`src/keyboard_matrix_scanner_top_defines.svh`:
```
// assertion macros shared by the keyboard matrix scanner rtl
`ifndef KEYBOARD_MATRIX_SCANNER_TOP_DEFINES_SVH
`define KEYBOARD_MATRIX_SCANNER_TOP_DEFINES_SVH

// same-cycle implication, disabled during reset
`define KMS_ASSERT_IMPL(label, clk, rst, ante, cons, msg) \
   label: assert property (@(posedge clk) disable iff (rst) (ante) |-> (cons)) \
      else $error(msg);

// next-cycle implication, disabled during reset
`define KMS_ASSERT_NEXT(label, clk, rst, ante, cons, msg) \
   label: assert property (@(posedge clk) disable iff (rst) (ante) |=> (cons)) \
      else $error(msg);

`endif

```
`src/kms_pkg.sv`:
```
// shared types and constants of the keyboard matrix scanner
`default_nettype none

package kms_pkg;

   localparam int TIME_W     = 32;
   localparam int CSR_DATA_W = 12;
   localparam int CSR_IDX_W  = 2;
   localparam int INTERVAL_W = 10;
   localparam int REPEAT_W   = 12;
   localparam int ROW_W      = 3;
   localparam int COLF_W     = 4;
   localparam int LAYER_W    = 2;
   localparam int PEND_W     = 5;

   localparam logic [CSR_IDX_W-1:0] CSR_AUTO_POLL     = 2'd0;
   localparam logic [CSR_IDX_W-1:0] CSR_SCAN_INTERVAL = 2'd1;
   localparam logic [CSR_IDX_W-1:0] CSR_REPEAT_DELAY  = 2'd2;

   localparam logic [INTERVAL_W-1:0] SCAN_INTERVAL_RESET = 10'd50;
   localparam logic [REPEAT_W-1:0]   REPEAT_DELAY_RESET  = 12'd300;

   localparam logic [LAYER_W-1:0] LAYER_REGULAR = 2'd0;
   localparam logic [LAYER_W-1:0] LAYER_SHIFT   = 2'd1;
   localparam logic [LAYER_W-1:0] LAYER_SYMBOLS = 2'd2;
   localparam logic [LAYER_W-1:0] LAYER_NUMBERS = 2'd3;

   localparam logic OP_POLL = 1'b0;
   localparam logic OP_READ = 1'b1;

   // queued key code, layer in the top bits
   typedef struct packed {
      logic [LAYER_W-1:0] layer;
      logic [ROW_W-1:0]   row;
      logic [COLF_W-1:0]  col;
   } kms_code_type;

   typedef struct packed {
      logic push;
      logic pop;
   } kms_fifo_ctrl_type;

   typedef struct packed {
      logic full;
      logic empty;
   } kms_fifo_stat_type;

endpackage

`default_nettype wire

```
`src/kms_row_lane.sv`:
```
// one row lane: flags whether any key of its row is pressed
`default_nettype none

module kms_row_lane #(
   parameter int COLS = 9
) (
   input  wire logic [COLS-1:0] row_bits,
   output logic                 row_any
);

   assign row_any = |row_bits;

endmodule

`default_nettype wire

```
`src/kms_merge.sv`:
```
// merge of the row lanes: picks the first row with a pressed key
`default_nettype none

module kms_merge #(
   parameter int ROWS = 5,
   parameter int COLS = 9
) (
   input  wire logic [ROWS-1:0]      row_any,
   input  wire logic [ROWS*COLS-1:0] matrix,
   output logic                      sel_found,
   output logic [kms_pkg::ROW_W-1:0] sel_row,
   output logic [COLS-1:0]           sel_bits
);

   import kms_pkg::*;

   // lowest row wins: scan from the top down, last hit stands
   always_comb begin
      sel_row = '0;
      for (int r = ROWS - 1; r >= 0; r--) begin
         if (row_any[r]) begin
            sel_row = ROW_W'(r);
         end
      end
   end

   assign sel_found = |row_any;
   assign sel_bits  = matrix[sel_row * COLS +: COLS];

endmodule

`default_nettype wire

```
`src/kms_fifo.sv`:
```
// key code queue: circular buffer in a memory with registered read
`default_nettype none

module kms_fifo #(
   parameter int FIFO_DEPTH = 16,
   parameter int CNT_W      = 5
) (
   input  wire logic                       clock,
   input  wire logic                       reset,
   input  wire kms_pkg::kms_fifo_ctrl_type ctrl,
   input  wire kms_pkg::kms_code_type      wr_code,
   output kms_pkg::kms_code_type           rd_code,
   output kms_pkg::kms_fifo_stat_type      stat,
   output logic [CNT_W-1:0]                count
);

   import kms_pkg::*;

   localparam int PTR_W = $clog2(FIFO_DEPTH);
   localparam logic [PTR_W-1:0] LAST_PTR = PTR_W'(FIFO_DEPTH - 1);

   kms_code_type     key_mem_ff [FIFO_DEPTH];
   kms_code_type     rd_code_ff;
   logic [PTR_W-1:0] head_ff, head_in;
   logic [PTR_W-1:0] tail_ff, tail_in;
   logic [CNT_W-1:0] count_ff, count_in;

   always_comb begin
      head_in  = head_ff;
      tail_in  = tail_ff;
      count_in = count_ff;
      if (ctrl.push) begin
         tail_in = (tail_ff == LAST_PTR) ? '0 : tail_ff + 1'b1;
      end
      if (ctrl.pop) begin
         head_in = (head_ff == LAST_PTR) ? '0 : head_ff + 1'b1;
      end
      if (ctrl.push && !ctrl.pop) begin
         count_in = count_ff + 1'b1;
      end else if (ctrl.pop && !ctrl.push) begin
         count_in = count_ff - 1'b1;
      end
   end

   always_ff @(posedge clock) begin
      if (reset) begin
         head_ff  <= '0;
         tail_ff  <= '0;
         count_ff <= '0;
      end else begin
         head_ff  <= head_in;
         tail_ff  <= tail_in;
         count_ff <= count_in;
      end
   end

   always_ff @(posedge clock) begin
      if (ctrl.push) begin
         key_mem_ff[tail_ff] <= wr_code;
      end
   end

   always_ff @(posedge clock) begin
      if (ctrl.pop) begin
         rd_code_ff <= key_mem_ff[head_ff];
      end
   end

   assign rd_code    = rd_code_ff;
   assign count      = count_ff;
   assign stat.full  = (count_ff == CNT_W'(FIFO_DEPTH));
   assign stat.empty = (count_ff == '0);

endmodule

`default_nettype wire

```
`src/keyboard_matrix_scanner_top.sv`:
```
// top level of the keyboard matrix scanner with sticky modifier keys
//
//  channel  dir  handshake               payload
//  req      in   req_tvalid/req_tready   tuser op, tdata now_ms, key_matrix
//  rsp      out  rsp_tvalid/rsp_tready   tuser key_valid, tdata code and status
//  csr      in   csr_valid/csr_ready     csr_index, csr_data (always ready)
//
//  an item goes through accept into the hold register, evaluate, pop, result
//  a poll that queues keys adds a column walk, one column of the picked row per
//  cycle through the single write port of the queue memory
//  the next transaction is taken in the cycle the result moves to the output
//  register; a stalled rsp side holds one result there and one more finished
//  result in the sequencer, and req_tready stays low until the output frees
//  reset is synchronous, active high; the queue memory needs no clearing
`default_nettype none
`include "keyboard_matrix_scanner_top_defines.svh"

module keyboard_matrix_scanner_top #(
   parameter int FIFO_DEPTH = 16,
   parameter int ROWS       = 5,
   parameter int COLS       = 9,
   localparam int MAT_W     = ROWS * COLS,
   localparam int REQ_W     = ((kms_pkg::TIME_W + MAT_W + 7) / 8) * 8
) (
   input  wire logic                           clock,
   input  wire logic                           reset,
   // input transaction
   input  wire logic                           req_tvalid,
   output logic                                req_tready,
   input  wire logic [REQ_W-1:0]               req_tdata,  // now_ms, key_matrix, zero fill
   input  wire logic                           req_tuser,  // op
   // result transaction
   output logic                                rsp_tvalid,
   input  wire logic                           rsp_tready,
   output logic [15:0]                         rsp_tdata,  // key_layer, key_row, key_col,
                                                           // pending, dropped, scanned
   output logic                                rsp_tuser,  // key_valid
   // register writes
   input  wire logic                           csr_valid,
   output logic                                csr_ready,
   input  wire logic [kms_pkg::CSR_IDX_W-1:0]  csr_index,
   input  wire logic [kms_pkg::CSR_DATA_W-1:0] csr_data
);

   import kms_pkg::*;

   localparam int CNT_W = $clog2(FIFO_DEPTH + 1);
   localparam int COL_W = (COLS > 1) ? $clog2(COLS) : 1;
   localparam logic [COL_W-1:0] LAST_COL = COL_W'(COLS - 1);

   // sequencer codes
   localparam logic [1:0] S_IDLE = 2'd0;
   localparam logic [1:0] S_PUSH = 2'd1;
   localparam logic [1:0] S_POP  = 2'd2;
   localparam logic [1:0] S_FIN  = 2'd3;

   // configuration
   logic                  auto_poll_ff;
   logic [INTERVAL_W-1:0] interval_ff;
   logic [REPEAT_W-1:0]   repeat_ff;

   // hold register: the transaction under work
   logic              hold_valid_ff, hold_valid_in;
   logic              hold_op_ff;
   logic [TIME_W-1:0] hold_now_ff;
   logic [MAT_W-1:0]  hold_mat_ff;

   // scan state
   logic [TIME_W-1:0] last_ff, last_in;
   logic              has_scanned_ff, has_scanned_in;
   logic              released_ff, released_in;
   logic              shift_ff, shift_in;
   logic              numbers_ff, numbers_in;
   logic              symbols_ff, symbols_in;

   // per-item work registers
   logic [1:0]         state_ff, state_in;
   logic [COL_W-1:0]   col_ff, col_in;
   logic [COLS-1:0]    row_bits_ff, row_bits_in;
   logic [ROW_W-1:0]   row_idx_ff, row_idx_in;
   logic [LAYER_W-1:0] layer_ff, layer_in;
   logic               scanned_ff, scanned_in;
   logic               lost_ff, lost_in;
   logic               popped_ff, popped_in;

   // output register
   logic        rsp_valid_ff, rsp_valid_in;
   logic [15:0] rsp_data_ff, rsp_data_in;
   logic        rsp_user_ff, rsp_user_in;

   // lanes and merge
   logic [ROWS-1:0]  row_any;
   logic             sel_found;
   logic [ROW_W-1:0] sel_row;
   logic [COLS-1:0]  sel_bits;

   // queue
   kms_fifo_ctrl_type fifo_ctrl;
   kms_fifo_stat_type fifo_stat;
   kms_code_type      wr_code, rd_code, out_code;
   logic [CNT_W-1:0]  fifo_count;

   // evaluation terms
   logic              key_shift, key_numbers, key_symbols, tog_any;
   logic              do_poll, too_soon, over_repeat, do_scan;
   logic [TIME_W-1:0] elapsed;
   logic              push_bit, fin_go;
   logic [LAYER_W-1:0] cur_layer;

   // register port, always ready
   assign csr_ready = 1'b1;

   always_ff @(posedge clock) begin
      if (reset) begin
         auto_poll_ff <= 1'b0;
         interval_ff  <= SCAN_INTERVAL_RESET;
         repeat_ff    <= REPEAT_DELAY_RESET;
      end else if (csr_valid && csr_ready) begin
         case (csr_index)
            CSR_AUTO_POLL:     auto_poll_ff <= csr_data[0];
            CSR_SCAN_INTERVAL: interval_ff  <= csr_data[INTERVAL_W-1:0];
            CSR_REPEAT_DELAY:  repeat_ff    <= csr_data[REPEAT_W-1:0];
            default:           ;  // unmapped index, write is dropped
         endcase
      end
   end

   // one lane per matrix row
   for (genvar r = 0; r < ROWS; r++) begin : g_lane
      kms_row_lane #(
         .COLS(COLS)
      ) u_lane (
         .row_bits(hold_mat_ff[r*COLS +: COLS]),
         .row_any (row_any[r])
      );
   end

   kms_merge #(
      .ROWS(ROWS),
      .COLS(COLS)
   ) u_merge (
      .row_any  (row_any),
      .matrix   (hold_mat_ff),
      .sel_found(sel_found),
      .sel_row  (sel_row),
      .sel_bits (sel_bits)
   );

   // sticky toggle keys; a key outside a small matrix reads as released
   if (ROWS > 1 && COLS > 1) begin : g_shift
      assign key_shift = hold_mat_ff[COLS + 1];
   end else begin : g_no_shift
      assign key_shift = 1'b0;
   end
   if (COLS > 2) begin : g_numbers
      assign key_numbers = hold_mat_ff[2];
   end else begin : g_no_numbers
      assign key_numbers = 1'b0;
   end
   if (COLS > 3) begin : g_symbols
      assign key_symbols = hold_mat_ff[3];
   end else begin : g_no_symbols
      assign key_symbols = 1'b0;
   end
   assign tog_any = key_shift | key_numbers | key_symbols;

   // numbers beats symbols, symbols beats shift
   assign cur_layer = numbers_ff ? LAYER_NUMBERS :
                      symbols_ff ? LAYER_SYMBOLS :
                      shift_ff   ? LAYER_SHIFT   : LAYER_REGULAR;

   // poll gating, elapsed time wraps modulo 2^32
   assign do_poll     = (hold_op_ff == OP_POLL) || auto_poll_ff;
   assign elapsed     = hold_now_ff - last_ff;
   assign too_soon    = elapsed < TIME_W'(interval_ff);
   assign over_repeat = elapsed > TIME_W'(repeat_ff);
   assign do_scan     = do_poll && (!has_scanned_ff || (!too_soon && released_ff));

   assign push_bit = row_bits_ff[col_ff];
   assign fin_go   = (state_ff == S_FIN) && (!rsp_valid_ff || rsp_tready);

   assign wr_code.layer = layer_ff;
   assign wr_code.row   = row_idx_ff;
   assign wr_code.col   = COLF_W'(col_ff);

   assign fifo_ctrl.push = (state_ff == S_PUSH) && push_bit && !fifo_stat.full;
   assign fifo_ctrl.pop  = (state_ff == S_POP) && (hold_op_ff == OP_READ) &&
                           !fifo_stat.empty;

   kms_fifo #(
      .FIFO_DEPTH(FIFO_DEPTH),
      .CNT_W     (CNT_W)
   ) u_fifo (
      .clock  (clock),
      .reset  (reset),
      .ctrl   (fifo_ctrl),
      .wr_code(wr_code),
      .rd_code(rd_code),
      .stat   (fifo_stat),
      .count  (fifo_count)
   );

   // a new transaction is taken when the hold register is empty or frees now
   assign req_tready = !hold_valid_ff || fin_go;

   always_comb begin
      hold_valid_in = hold_valid_ff;
      if (fin_go) begin
         hold_valid_in = 1'b0;
      end
      if (req_tvalid && req_tready) begin
         hold_valid_in = 1'b1;
      end
   end

   always_ff @(posedge clock) begin
      if (req_tvalid && req_tready) begin
         hold_op_ff  <= req_tuser;
         hold_now_ff <= req_tdata[TIME_W-1:0];
         hold_mat_ff <= req_tdata[TIME_W +: MAT_W];
      end
   end

   // sequencer
   always_comb begin
      state_in       = state_ff;
      col_in         = col_ff;
      row_bits_in    = row_bits_ff;
      row_idx_in     = row_idx_ff;
      layer_in       = layer_ff;
      scanned_in     = scanned_ff;
      lost_in        = lost_ff;
      popped_in      = popped_ff;
      last_in        = last_ff;
      has_scanned_in = has_scanned_ff;
      released_in    = released_ff;
      shift_in       = shift_ff;
      numbers_in     = numbers_ff;
      symbols_in     = symbols_ff;
      case (state_ff)
         S_IDLE: begin
            if (hold_valid_ff) begin
               scanned_in  = do_scan;
               lost_in     = 1'b0;
               popped_in   = 1'b0;
               col_in      = '0;
               row_bits_in = sel_bits;
               row_idx_in  = sel_row;
               layer_in    = cur_layer;
               state_in    = S_POP;
               if (do_scan) begin
                  has_scanned_in = 1'b1;
                  last_in        = hold_now_ff;
                  if (tog_any) begin
                     // toggle keys flip and nothing is queued
                     shift_in    = shift_ff ^ key_shift;
                     numbers_in  = numbers_ff ^ key_numbers;
                     symbols_in  = symbols_ff ^ key_symbols;
                     released_in = 1'b0;
                  end else if (sel_found) begin
                     shift_in    = 1'b0;
                     numbers_in  = 1'b0;
                     symbols_in  = 1'b0;
                     released_in = 1'b0;
                     state_in    = S_PUSH;
                  end else begin
                     released_in = 1'b1;
                  end
               end else if (do_poll && has_scanned_ff && !too_soon) begin
                  // held key: wait out the repeat delay
                  released_in = over_repeat;
               end
            end
         end
         S_PUSH: begin
            if (push_bit && fifo_stat.full) begin
               lost_in = 1'b1;
            end
            col_in = col_ff + 1'b1;
            if (col_ff == LAST_COL) begin
               state_in = S_POP;
            end
         end
         S_POP: begin
            popped_in = fifo_ctrl.pop;
            state_in  = S_FIN;
         end
         S_FIN: begin
            if (fin_go) begin
               state_in = S_IDLE;
            end
         end
         default: begin
            state_in = S_IDLE;
         end
      endcase
   end

   always_ff @(posedge clock) begin
      if (reset) begin
         state_ff       <= S_IDLE;
         hold_valid_ff  <= 1'b0;
         last_ff        <= '0;
         has_scanned_ff <= 1'b0;
         released_ff    <= 1'b1;
         shift_ff       <= 1'b0;
         numbers_ff     <= 1'b0;
         symbols_ff     <= 1'b0;
         rsp_valid_ff   <= 1'b0;
      end else begin
         state_ff       <= state_in;
         hold_valid_ff  <= hold_valid_in;
         last_ff        <= last_in;
         has_scanned_ff <= has_scanned_in;
         released_ff    <= released_in;
         shift_ff       <= shift_in;
         numbers_ff     <= numbers_in;
         symbols_ff     <= symbols_in;
         rsp_valid_ff   <= rsp_valid_in;
      end
   end

   always_ff @(posedge clock) begin
      col_ff      <= col_in;
      row_bits_ff <= row_bits_in;
      row_idx_ff  <= row_idx_in;
      layer_ff    <= layer_in;
      scanned_ff  <= scanned_in;
      lost_ff     <= lost_in;
      popped_ff   <= popped_in;
      rsp_data_ff <= rsp_data_in;
      rsp_user_ff <= rsp_user_in;
   end

   // output register, loaded when the result is finished and the slot is free
   assign out_code = popped_ff ? rd_code : '0;

   always_comb begin
      rsp_valid_in = rsp_valid_ff;
      rsp_data_in  = rsp_data_ff;
      rsp_user_in  = rsp_user_ff;
      if (rsp_valid_ff && rsp_tready) begin
         rsp_valid_in = 1'b0;
      end
      if (fin_go) begin
         rsp_valid_in = 1'b1;
         rsp_user_in  = popped_ff;
         rsp_data_in  = {scanned_ff, lost_ff, PEND_W'(fifo_count), out_code.col,
                         out_code.row, out_code.layer};
      end
   end

   assign rsp_tvalid = rsp_valid_ff;
   assign rsp_tdata  = rsp_data_ff;
   assign rsp_tuser  = rsp_user_ff;

   // checks
   `KMS_ASSERT_IMPL(a_busy_has_item, clock, reset, state_ff != S_IDLE, hold_valid_ff,
      "sequencer busy without a held transaction")
   `KMS_ASSERT_NEXT(a_fin_loads_out, clock, reset, fin_go, rsp_valid_ff,
      "finished result did not reach the output register")
   `KMS_ASSERT_NEXT(a_full_drops, clock, reset,
      (state_ff == S_PUSH) && push_bit && fifo_stat.full, lost_ff,
      "push into a full queue not flagged as dropped")
   `KMS_ASSERT_IMPL(a_count_bound, clock, reset, 1'b1, fifo_count <= CNT_W'(FIFO_DEPTH),
      "queue count above depth")

endmodule

`default_nettype wire
```
`config.mk`:
```
export PLATFORM = sky130hd
export DESIGN_NAME = keyboard_matrix_scanner_top
export DESIGN_NICKNAME = d
export VERILOG_FILES = /design/src/kms_pkg.sv /design/src/kms_row_lane.sv /design/src/kms_merge.sv /design/src/kms_fifo.sv /design/src/keyboard_matrix_scanner_top.sv
export VERILOG_INCLUDE_DIRS = /design/src /design/src/src
export SDC_FILE = /design/constraint.sdc
export NUM_CORES = 1
export LEC_CHECK = 0
export BUFFER_PORTS_ARGS = -buffer_cell sky130_fd_sc_hd__buf_2
export CAP_MARGIN = 20
export CORE_MARGIN = 2
export CORE_UTILIZATION = 60
export DETAILED_ROUTE_END_ITERATION = 6
export PLACE_DENSITY_LB_ADDON = 0.08
export SLEW_MARGIN = 20
export SYNTH_ARGS = -nofsm -noshare
export SYNTH_HDL_FRONTEND = slang
export SYNTH_SLANG_ARGS = --single-unit
```
`constraint.sdc`:
```
create_clock -name clock -period 9.6 [get_ports clock]
set_clock_uncertainty 0.2 [all_clocks]
set_input_delay 1.44 -clock clock [delete_from_list [all_inputs] [get_ports clock]]
set_output_delay 1.44 -clock clock [all_outputs]
set_load 0.01 [all_outputs]
```
### After elaboration in Yosys (flattened, before gate mapping)

Memory sizes are Yosys's and may differ from the RTL's. A register that Yosys moved wholly into a read port is not among the register bits.
Cells that the tools add are included.

| cells by class | value |
|---|---|
| $lt $le $gt $ge | 3 |
| shifts and indexed selects | 1 |
| multipliers | 1 |
| $add $sub $neg | 6 |
| bitwise gates (word level) | 6 |
| reductions and logical operators | 54 |
| equality and inequality tests | 13 |
| muxes and demuxes | 40 |

Operator list:

| kind | count |
|---|---|
| OR reduction 45 bit | 1 |
| OR reduction 9 bit | 5 |
| variable part select 45 x 8 -> 9 bit | 1 |
| > comparator 32 x 12 -> 1 bit | 1 |
| < comparator 32 x 10 -> 1 bit | 1 |
| subtractor 32 bit | 1 |
| 2-to-1 mux 1 bit | 19 |
| 2-to-1 mux 3 bit | 5 |
| logical AND 1 bit | 14 |
| nonzero test 2 bit | 7 |
| adder 4 x 1 -> 4 bit (second input constant) | 3 |
| == test 4 bit (second input constant) | 3 |
| 2-to-1 mux 2 bit | 6 |
| 2-to-1 mux 4 bit | 3 |
| AND reduction 2 bit | 6 |
| AND reduction 3 bit | 4 |
| 2-to-1 mux 5 bit | 2 |
| zero test 1 bit | 8 |
| case mux 2 bit (4 select lines) | 1 |
| case mux 4 bit (2 select lines) | 1 |
| multiplier 3 x 4 -> 7 bit (second input constant) | 1 |
| == test 2 bit (second input constant) | 3 |
| adder 5 x 1 -> 5 bit (second input constant) | 1 |
| == test 5 bit (second input constant) | 1 |
| 15 further kinds | 26 |

| storage, ports and cells | value |
|---|---|
| input port bits | 100 |
| memories kept | 1 |
| output and inout port bits | 20 |
| flip-flop bits (word level) | 193 |
| bits in writable memories | 144 |

Memories:

| memory | depth | bits a word | rd ports | clocked after memory_dff | wr ports | line | source |
|---|---|---|---|---|---|---|---|
| u_fifo.key_mem_ff | 16 | 9 | 1 | 1 | 1 | kms_fifo.sv:22 | `kms_code_type key_mem_ff [FIFO_DEPTH];` |

### Logic depth before layout (Yosys ltp)

| logic depth | value |
|---|---|
| depth after elaboration | 9 |
| gate-level depth with buffers | 18 |
| depth with buffers taken out | 18 |

### Modules after synthesis

A second synthesis with hierarchy kept.

| second synthesis, totals | value |
|---|---|
| cell total of the unflattened synthesis | 1,268 |
| area total of the unflattened synthesis | 16,091.7 um^2 |

Modules (own cells, without submodules):

| module | cells each | area each (um^2) | times used |
|---|---|---|---|
| keyboard_matrix_scanner_top | 826 | 8,877.3 | 1 |
| kms_fifo | 336 | 6,511.2 | 1 |
| kms_merge | 86 | 603.1 | 1 |
| kms_row_lane | 4 | 20.0 | 5 |

### Worst setup path after synthesis

OpenSTA, ideal clock, no wires.

| timing path | value |
|---|---|
| path kind | input to register |
| start point | in rsp_tready |
| end point | reg hold_mat_ff[0], enable pin |
| path buffers | 0 |
| arrival | 4,471 ps |
| cell stages on the path | 4 |
| setup time | 445 ps |
| setup slack | 4,484 ps |
| cells stage by stage | nor2b_1 -> nor2b_1 -> nand2b_1 -> and2_1 |

| between the ends | value |
|---|---|
| word-level cells in the longest chain between the ends | 4 |

Ends and longest elaborated chain:

| item | line | source |
|---|---|---|
| from (decl) | keyboard_matrix_scanner_top.sv:34 | `input wire logic rsp_tready,` |
| logical OR 1 bit | keyboard_matrix_scanner_top.sv:180 | `assign fin_go = (state_ff == S_FIN) && (!rsp_valid_ff \|\| rsp_tready);` |
| logical AND 1 bit | keyboard_matrix_scanner_top.sv:180 |  |
| named net fin_go | keyboard_matrix_scanner_top.sv:107 | `logic push_bit, fin_go;` |
| logical OR 1 bit | keyboard_matrix_scanner_top.sv:204 | `assign req_tready = !hold_valid_ff \|\| fin_go;` |
| named net req_tready | keyboard_matrix_scanner_top.sv:29 | `output logic req_tready,` |
| logical AND 1 bit | keyboard_matrix_scanner_top.sv:217 | `if (req_tvalid && req_tready) begin` |
| to (signal assigned) | keyboard_matrix_scanner_top.sv:220 | `hold_mat_ff <= req_tdata[TIME_W +: MAT_W];` |
| to (decl) | keyboard_matrix_scanner_top.sv:66 | `logic [MAT_W-1:0] hold_mat_ff;` |

The timed path passes the listed nets, and every way through them passes these cells.
A chain may end at the register's enable or synchronous reset.

### Final worst setup path

| timing path | value |
|---|---|
| start point | reg hold_now_ff[0] |
| end point | reg last_ff[20] |

| between the ends | value |
|---|---|
| word-level cells in the longest chain between the ends | 7 |

Ends and longest elaborated chain:

| item | line | source |
|---|---|---|
| from (decl) | keyboard_matrix_scanner_top.sv:65 | `logic [TIME_W-1:0] hold_now_ff;` |
| from (signal assigned) | keyboard_matrix_scanner_top.sv:219 | `hold_now_ff <= req_tdata[TIME_W-1:0];` |
| subtractor 32 bit | keyboard_matrix_scanner_top.sv:174 | `assign elapsed = hold_now_ff - last_ff;` |
| < comparator 32 x 10 -> 1 bit | keyboard_matrix_scanner_top.sv:175 | `assign too_soon = elapsed < TIME_W'(interval_ff);` |
| zero test 1 bit | keyboard_matrix_scanner_top.sv:177 | `assign do_scan = do_poll && (!has_scanned_ff \|\| (!too_soon && released_ff));` |
| logical AND 1 bit | keyboard_matrix_scanner_top.sv:177 |  |
| logical OR 1 bit | keyboard_matrix_scanner_top.sv:177 |  |
| logical AND 1 bit | keyboard_matrix_scanner_top.sv:177 |  |
| AND reduction 3 bit (no line) | - |  |
| to (signal assigned) | keyboard_matrix_scanner_top.sv:313 | `last_ff <= last_in;` |
| to (decl) | keyboard_matrix_scanner_top.sv:69 | `logic [TIME_W-1:0] last_ff, last_in;` |

No other way between the ends.

==> metrics.txt <==
post-synthesis sequential area ratio 0.605; row cnt 59; Setup Buffers After CTS 0; total track usage 0.240; Pint 2850 uW; Sequential Area approximately 0.0096 sq mm; CTS tree done; Post-Route WL about 33000 um; Worst-Margin Slew about 1.0 ns; # fillers approximately 1900; CTS root buf clkbuf_16; sw frac 0.272; Req. time, crit path between 9 and 10 ns; final core occ 0.687; nature of the critical path endpoint flip-flop; Area growth, synth to finish 12.7%; Initial Util 0.610; Clock transition at path regs 0.06 ns; GP Congestion between 0.9 and 1; number of global-route vias before repair about 10000; wire per inst roughly 19 um; top_reg_cell synth edfxtp_1; clk sinks 346; Hold Buf Count CTS 0; post-route clock period utilization 0.554; most frequent cell after synthesis edfxtp_1; Ports 120; Worst R2R Setup Slack between 4 and 5 ns; htree depth 2; beginning of the worst register-to-register path hold_now_ff[0]$_DFFE_PP_; share of cells above drive strength 1 0.177; maximum VDD drop roughly 0.00021 V; Post-synth EDFFs between 200 and 300; Hold Path Origin repeat_ff[6]$_SDFFE_PP0P_; Core Footprint 0.0261 sq mm; Die Height ~170 um; largest net degree at the start of global routing slightly above 70; total CTS buffers 36; antenna cell count 0; final count of negative-setup-slack endpoints 0; vias per cell ~6; Nets about 1500; initial antenna violation count 0; Final Max Tran Viols 0; Reg2Reg Depth 17; Yosys cell types between 70 and 80; Slew HR 0.335; Power Density ~220 mW/mm^2; Initial DRC Count 735; Hold Path Class reg -> reg; Tmin final 5.32 ns; syn avg cell area 12.6 sq um; commonest cells in the netlist edfxtp_1, a21oi_1, nand2_1, inv_1, dfxtp_1; CP max FO 20; Switching Power between 1000 and 1500 uW; Multi-input gate area roughly 0.0058 sq mm; clock buffer depth 3; Critical Path AT ~5.6 ns; area fraction of the dominant cell type after synthesis 0.508; GR Overflow Total 0; via count about 10000; RSZ-0062 raised after global routing no; MaxCap Viol Count 0; HPWL Detailed around 23000 um; mapped cell area 0.0159 sq mm; RR Endpoint last_ff[20]$_SDFFE_PP0P_; Worst Hold Endpoint repeat_ff[6]$_SDFFE_PP0P_; first-pass GRT wire length 53400 um; outcome finished clean; Fin. Hold Viols 0; Hold Path Stages 2; top post-synthesis cells by area edfxtp_1, dfxtp_1, mux4_2; DRC viols 0; Leak 0.00624 uW; worst-skew pair later-pin latency 0.52 ns; final non-filler cell area between 0.015 and 0.02 sq mm; drt first pass iters 5; synth warn 0; critical path class reg -> reg; cell taking the most area after synthesis edfxtp_1; CP startpoint kind flip-flop; Die ar. 0.0278 sq mm; Logic pwr share 0.182; setup TNS 0 ns; Seq pwr share 0.478; Seq cells post-synth 346; worst hold slack 0.255 ns; IO buf count 115; Post-DP Area ~0.017 sq mm; # resized after CTS 0; Post-DRT Antenna Nets 0; Cells after Synth roughly 1300; clock power share 0.340; FFs w/ async S/R, synth 0; fmax 188 MHz; synthesized net count about 1400; Die W around 170 um
[metal layers]
layer	up-vias	track usage	wire, um
met5	-	0	0
met4	0	0.0547	513
met3	45	0.0371	1730
met2	306	0.380	15300
met1	5040	0.356	15400
li1	4997	-	-
[registers in the layout, summed over array words and instances (netlist names), 2 cells and up]
name / cells
u_fifo.key_mem_ff: 144
hold_mat_ff: 45
hold_now_ff: 32
last_ff: 32
rsp_tdata: 16
repeat_ff: 12
interval_ff: 10
row_bits_ff: 9
u_fifo.rd_code: 9
u_fifo.count: 5
col_ff: 4
u_fifo.head_ff: 4
u_fifo.tail_ff: 4
row_idx_ff: 3
layer_ff: 2
state_ff: 2
[power by group through the flow]
| stage | combinational [uW] | clock [uW] | sequential, uW |
|---|---|---|---|
| 5_1_grt | 800 | 1410 | 1890 |
| 6_report | 712 | 1330 | 1880 |
| 3_5_place_dp | 707 | 0 | 1910 |
| 2_1_floorplan | 532 | 0 | 1870 |
| 3_3_place_gp | 691 | 0 | 1900 |
| 4_1_cts | 713 | 1360 | 1880 |
[how the worst max path moves through the flow]
stage | cells past startpoint | to | from | slack [ns]
global route | 17 | last_ff[19]$_SDFFE_PP0P_ | hold_now_ff[0]$_DFFE_PP_ | 3.96
global placement | 16 | shift_ff$_SDFFE_PP0P_ | hold_now_ff[0]$_DFFE_PP_ | 4.28
floorplan | 4 | hold_mat_ff[0]$_DFFE_PP_ | rsp_tready | 4.48
detailed placement | 16 | shift_ff$_SDFFE_PP0P_ | hold_now_ff[0]$_DFFE_PP_ | 4.30
finish | 17 | last_ff[20]$_SDFFE_PP0P_ | hold_now_ff[0]$_DFFE_PP_ | 4.28
CTS | 16 | shift_ff$_SDFFE_PP0P_ | hold_now_ff[0]$_DFFE_PP_ | 4.29
[metrics by stage]
stage	total power, uW	worst slack [ns]	instances
after detailed placement	2610	4.30	1670
after global routing	4110	3.96	1737
after floorplan	2410	4.48	1262
after global placement	2590	4.28	1670
final	3920	4.28	1737
after CTS	3950	4.29	1736
[kinds of logic after synthesis]
group                    after synthesis  synth area share
other                                  1          0.000236
flip-flops                           346             0.605
multiplexers                          52            0.0698
AO/OA/AOI/OAI                        295             0.116
adder cells (fa/ha/maj)               69            0.0553
AND/OR/NAND/NOR                      341             0.105
XOR/XNOR                              28            0.0154
buffers and inverters                130            0.0327
[cells in the final DEF, fill, tap and decap left out, drive strengths merged, types with 12 or more instances in the layout]
master,synthesis,layout
o21ai,75,75
o21a,14,14
ha,67,67
nor2,72,72
a211oi,17,17
mux4,47,47
clkbuf,32,49
and2,17,17
nand3,53,53
edfxtp,269,269
nor3,26,26
a21oi,114,114
buf,18,124
nand2,99,99
dfxtp,77,77
xnor2,12,12
xor2,16,16
o211ai,13,13
nand4,14,14
clkinv,0,14
inv,80,80
[critical path, cell delays in order, from the launching register on]
cell and delay [ns]:
edfxtp_1 0.35, inv_1 0.05, ha_1 0.21, fa_1 0.40, nor2b_1 0.22, o2111ai_2 0.25
a21oi_1 0.21, nor2b_1 0.09, xnor2_1 0.33, ha_1 0.32, a21o_1 0.18, a211o_1 0.29
nor4_1 0.44, and2_1 0.25, and4_1 0.74, buf_4 0.38, o21ai_0 0.15, a21oi_1 0.17
[area by class of cell]
type | count | share of cell area
sequential | 346 | 0.537
timing repair buffer | 124 | 0.0363
inverter | 80 | 0.0168
multi-input combinational | 786 | 0.323
clock inverter | 17 | 0.00915
clock buffer | 49 | 0.0548
tap | 335 | 0.0234
Note: power is estimated with default switching activity, not from simulation.
